[config.mk]
export PLATFORM = sky130hd
export DESIGN_NAME = bbc_cell
export DESIGN_NICKNAME = d
export VERILOG_FILES = /design/src/rtl/block_buffer_cache_lru_defines.svh /design/src/rtl/bbc_pkg.sv /design/src/rtl/bbc_cell.sv
export SDC_FILE = /design/constraint.sdc
export NUM_CORES = 1
export LEC_CHECK = 0
export ABC_AREA = 1
export BUFFER_PORTS_ARGS = -buffer_cell sky130_fd_sc_hd__buf_2
export CAP_MARGIN = 20
export CELL_PAD_IN_SITES_DETAIL_PLACEMENT = 1
export CELL_PAD_IN_SITES_GLOBAL_PLACEMENT = 1
export CORE_ASPECT_RATIO = 1.1
export CORE_MARGIN = 1
export CORE_UTILIZATION = 39
export CTS_CLUSTER_SIZE = 8
export DETAILED_ROUTE_END_ITERATION = 16
export GPL_TIMING_DRIVEN = 0
export PLACE_DENSITY_LB_ADDON = 0.1
export RECOVER_POWER = 100
export SLEW_MARGIN = 20
export SYNTH_ARGS = -nofsm -noshare
export SYNTH_HDL_FRONTEND = slang
export SYNTH_SLANG_ARGS = --single-unit
[constraint.sdc]
create_clock -name clk_i -period 2.2 [get_ports clk_i]
set_input_delay 0.22 -clock clk_i [delete_from_list [all_inputs] [get_ports clk_i]]
set_output_delay 0.22 -clock clk_i [all_outputs]
set_load 0.01 [all_outputs]
[src/rtl/block_buffer_cache_lru_defines.svh]
// assertion macros for the buffer cache block
// used by block_buffer_cache_lru; needs clk_i and rst_ni in scope
`ifndef BLOCK_BUFFER_CACHE_LRU_DEFINES_SVH
`define BLOCK_BUFFER_CACHE_LRU_DEFINES_SVH

// same-cycle implication
`define BBC_ASSERT_IMP(lbl, a, c, msg) \
  lbl: assert property (@(posedge clk_i) disable iff (!rst_ni) (a) |-> (c)) else $error(msg);

// next-cycle implication
`define BBC_ASSERT_NXT(lbl, a, c, msg) \
  lbl: assert property (@(posedge clk_i) disable iff (!rst_ni) (a) |=> (c)) else $error(msg);

`endif

[src/rtl/bbc_pkg.sv]
// shared types and constants of the buffer cache block
// no dependencies
package bbc_pkg;

  localparam int NUM_BUFFERS = 32;
  localparam int IDX_W       = (NUM_BUFFERS > 1) ? $clog2(NUM_BUFFERS) : 1;
  localparam int SLOT_W      = 5;
  localparam int DEV_W       = 16;
  localparam int BLK_W       = 32;
  localparam int REF_W       = 8;
  localparam int TICK_W      = 32;
  localparam logic [REF_W-1:0] REF_MAX = '1;

  typedef enum logic [1:0] {
    REQ_GET     = 2'd0,
    REQ_RELEASE = 2'd1,
    REQ_PIN     = 2'd2,
    REQ_UNPIN   = 2'd3
  } req_e;

  typedef enum logic [1:0] {
    ST_OK    = 2'd0,
    ST_NOBUF = 2'd1,
    ST_COUNT = 2'd2
  } status_e;

  typedef enum logic [1:0] {
    WR_HIT   = 2'd0,
    WR_ALLOC = 2'd1,
    WR_INC   = 2'd2,
    WR_DEC   = 2'd3
  } wr_e;

  // request fields held for the whole scan
  typedef struct packed {
    logic [DEV_W-1:0]  dev;
    logic [BLK_W-1:0]  blk;
    logic [SLOT_W-1:0] sidx;
  } req_t;

  // scan record carried from cell to cell
  typedef struct packed {
    logic              v;
    logic              m_found;
    logic [IDX_W-1:0]  m_idx;
    logic [REF_W-1:0]  m_refs;
    logic              m_valid;
    logic              u_stop;
    logic              p_found;
    logic [IDX_W-1:0]  p_idx;
    logic [TICK_W-1:0] p_old;
    logic [REF_W-1:0]  s_refs;
  } scan_t;

  // update broadcast to all cells
  typedef struct packed {
    logic              we;
    wr_e               op;
    logic [IDX_W-1:0]  idx;
    logic              stamp;
    logic [TICK_W-1:0] now;
  } wcmd_t;

endpackage

[src/rtl/bbc_cell.sv]
// one buffer slot of the cache and its stage of the scan chain
// depends on bbc_pkg
module bbc_cell (
  input  logic                      clk_i,
  input  logic                      rst_ni,
  input  logic [bbc_pkg::IDX_W-1:0] idx_i,
  input  bbc_pkg::req_t             req_i,
  input  bbc_pkg::scan_t            scan_i,
  input  bbc_pkg::wcmd_t            wcmd_i,
  output bbc_pkg::scan_t            scan_o
);

  logic                       owned_q;
  logic                       valid_q;
  logic [bbc_pkg::REF_W-1:0]  refs_q;
  logic [bbc_pkg::TICK_W-1:0] last_q;
  logic [bbc_pkg::DEV_W-1:0]  dev_q;
  logic [bbc_pkg::BLK_W-1:0]  blk_q;
  bbc_pkg::scan_t             scan_d, scan_q;
  logic                       sel;

  // fold this slot into the scan record
  always_comb begin
    scan_d = scan_i;
    if (owned_q && dev_q == req_i.dev && blk_q == req_i.blk && !scan_i.m_found) begin
      scan_d.m_found = 1'b1;
      scan_d.m_idx   = idx_i;
      scan_d.m_refs  = refs_q;
      scan_d.m_valid = valid_q;
    end
    if (!scan_i.u_stop) begin
      if (!owned_q) begin
        scan_d.u_stop  = 1'b1;
        scan_d.p_found = 1'b1;
        scan_d.p_idx   = idx_i;
      end else if (refs_q == '0 && (!scan_i.p_found || last_q < scan_i.p_old)) begin
        scan_d.p_found = 1'b1;
        scan_d.p_idx   = idx_i;
        scan_d.p_old   = last_q;
      end
    end
    if (int'(idx_i) == int'(req_i.sidx)) begin
      scan_d.s_refs = refs_q;
    end
  end

  // scan record register
  always_ff @(posedge clk_i or negedge rst_ni) begin
    if (!rst_ni) begin
      scan_q <= '0;
    end else begin
      scan_q <= scan_d;
    end
  end

  assign scan_o = scan_q;
  assign sel    = wcmd_i.we && wcmd_i.idx == idx_i;

  // slot state update
  always_ff @(posedge clk_i or negedge rst_ni) begin
    if (!rst_ni) begin
      owned_q <= 1'b0;
      valid_q <= 1'b0;
      refs_q  <= '0;
      last_q  <= '0;
    end else if (sel) begin
      case (wcmd_i.op)
        bbc_pkg::WR_HIT: begin
          refs_q  <= refs_q + 1'b1;
          valid_q <= 1'b1;
        end
        bbc_pkg::WR_ALLOC: begin
          owned_q <= 1'b1;
          valid_q <= 1'b1;
          refs_q  <= bbc_pkg::REF_W'(1);
        end
        bbc_pkg::WR_INC: begin
          refs_q <= refs_q + 1'b1;
        end
        bbc_pkg::WR_DEC: begin
          refs_q <= refs_q - 1'b1;
          if (wcmd_i.stamp) begin
            last_q <= wcmd_i.now;
          end
        end
        default: begin
          refs_q <= refs_q;
        end
      endcase
    end
  end

  // tag written on allocation
  always_ff @(posedge clk_i) begin
    if (sel && wcmd_i.op == bbc_pkg::WR_ALLOC) begin
      dev_q <= req_i.dev;
      blk_q <= req_i.blk;
    end
  end

endmodule
==> out/results.tsv <==
metric	value	unit
ys_seq_elements	153	
drive_gt1_share	26.1	%
drtIter0Drc	211	
drc	0	
rsz0062_at_grt	yes	
ios	227	
setup_viol_count_final	6	
slew_viol_final	0	
grt_overflow_total	0	
path_max_fanout	7	
yosys_warnings	0	
nets	1269	
outcome	finished with violations	
path_class	flop to flop	
leakagePower	0.00511	uW
finalHoldViolCount	4	
synthTopCellsByCount	164 x nand2_1, 105 x dfrtp_1, 86 x inv_1, 48 x edfxtp_1, 42 x nand3_1	
synth_cells	718	
ys_top_cells_by_area	dfrtp_1 35%, edfxtp_1 19%, nand2_1 8.3%	
end_kind	flop	
cts_tree	yes	
violations	hold timing, setup timing	
htree_levels	4	
routed_wl	22.8	mm
dp_hpwl	14.9	mm
peakVddDrop	0.000570	V
grt_max_degree	68	
worst_clock_skew	0.0115	ns
yosys.area.top_type	dfrtp_1	
crit_buf_inv	2	
hold_class	input pin to flop	
die_h	147	um
fill_cells	2125	
wl_per_cell	17.2	um
gp_congestion	0.783	
synth_most_common_cell	nand2_1	
synthDistinctLibCells	35	
area_delta_synth_final	44.5	%
path_depth	14	
via_per_inst	4.82	
syn_nets	920	
synth_edf_count	48	
max_cap_violations	0	
maxSlewHeadroom	30.3	%
clk_pin_slew	0.07	ns
port_buffers	226	
worst_hold_slack	-0.00726	ns
fin_cells	1324	
cp_slowest_cell	dfrtp_1	
ys.flop_type	dfrtp_1	
crit_top_cell	nand2_2	
worstPathRequired	2.52	ns
antenna_found_initial	3	
startpoint	last_q[27]	
clk_latency	0.44	ns
grt.total_usage	23.7	%
start_util	40.1	%
cp.arrival	2.54	ns
crit_path_max_incr_delay	0.40	ns
cp-start-kind	flop	
crit_chain	ha_1, a21oi_1, o21ai_0, nand2_2, o211ai_1, nor2_2, nand2_2, nand2_2, nand2_4, inv_8, nand2_8, clkbuf_16, nand2_2, nand2_1	
placementRows	52	
async_flop_share	68.6	%
cts_root_buf	clkbuf_16	
vias	6376	
grt_pass1_wl	35.7	mm
dp.cells	1189	
finalCritPeriodShare	101	%
syn-cell-area	0.00743	mm2
reg2reg_depth	14	
syn_area_per_cell	10.4	um2
worst_pin_slew	1.05	ns
grt_pass1_vias	7048	
seq_area_frac_synth	54.7	%
core-area	0.0185	mm2
design.die.area	0.0196	mm2
synth_top_cell_area_share	35.3	%
ff_latch_area	0.00407	mm2
multiInputGateArea	0.00323	mm2
setup.worst_path.end	scan_o[12]	
max_freq	451	MHz
drt_first_pass_iters	4	
period_needed	2.22	ns
cts.sinks	153	
cts_buffer_depth	2	
powerDensity	715	mW/mm2
r2r_slack	-0.02	ns
drtAntennaViolNets	0	
fin_ws	-0.0156	ns
numCtsBuffers	17	
rr_endpoint	scan_o[12]	
critical-path-top-delay-family	simple AND/OR/NAND/NOR gates	
worst_r2r_startpoint	last_q[27]	
die_w	134	um
[flip-flops by register name (all words and copies together), names as in the netlist]
register and cells:
scan_o 63, blk_q 32, last_q 32, dev_q 16, refs_q 8, owned_q 1
valid_q 1
[layer usage]
metal  wire, um  global-route usage [%]  vias up
met5          0                       0        -
met4        437                    8.13        0
met3       1140                    5.59       35
met2      12000                    42.3      165
met1       9200                    27.7     3111
li1           -                       -     3065
[stage by stage]
step | TNS, ns | total power, uW | instance area (um2) | worst slack (ns) | util [%]
detailed placement | -17.61 | 4620 | 8960 | -0.392 | 48.3
global placement | -86.24 | 4570 | 8900 | -0.698 | 48.0
finish | -0.0586 | 7680 | 10700 | -0.0156 | 57.9
CTS | -0.875 | 7710 | 10600 | -0.0487 | 57.2
global route | -5.81 | 8030 | 10700 | -0.166 | 57.9
floorplan | -0.882 | 4060 | 7470 | -0.0184 | -
[where the power goes]
group / switching, uW / internal, uW
sequential: 136 / 3140
clock: 1210 / 1690
combinational: 844 / 656
[layout by cell type, fill, tap and decap left out, drive strengths merged, types with 2 or more instances in the layout]
cell type,instances
a21oi,23
nand4,17
clkbuf,143
nor3,3
mux2,31
xor2,26
inv,89
clkinvlp,2
edfxtp,48
o21ai,35
nand2,165
dfrtp,105
o211ai,2
dlygate4sd3,88
or2,12
nand3,44
ha,37
o22ai,4
nor3b,3
clkinv,4
xnor2,17
nor2,38
buf,136
[cell type report]
type                            count  share of cell area, %
Inverter                           87                   3.25
Sequential cell                   153                   37.9
Tap cell                          243                   2.83
Clock inverter                      9                  0.839
Timing Repair Buffer              329                   19.3
Antenna cell                        1                 0.0233
Clock buffer                       23                   4.55
Buffer                             16                   1.22
Multi-Input combinational cell    463                   30.1
[cell families after synthesis]
group	synth area share, %
mux	6.11
compound gates	4.95
fa+ha+maj	6.50
flops	54.7
simple gates	16.7
xor+xnor	5.07
buf+inv	5.91
[worst min path at each step]
stage,from,to,slack (ns),cells after the start
2_1_floorplan,rst_ni,last_q[0],-0.08,0
3_3_place_gp,scan_i[62],scan_o[62],0.33,1
3_5_place_dp,rst_ni,last_q[9],0.17,1
4_1_cts,scan_i[27],scan_o[27],0.00002,3
5_1_grt,wcmd_i[27],last_q[27],-0.01,2
6_report,wcmd_i[27],last_q[27],-0.007,2
[timing repair]
item,4_1_cts,5_1_grt
hold endpoints to repair,126,0
hold buffers,89,0
endpoints found under the setup margin,35,78
pin swaps,5,16
resized for setup,28,92
cloned,1,3
buffers inserted,7,6
Power figures use the tool's default switching activity.
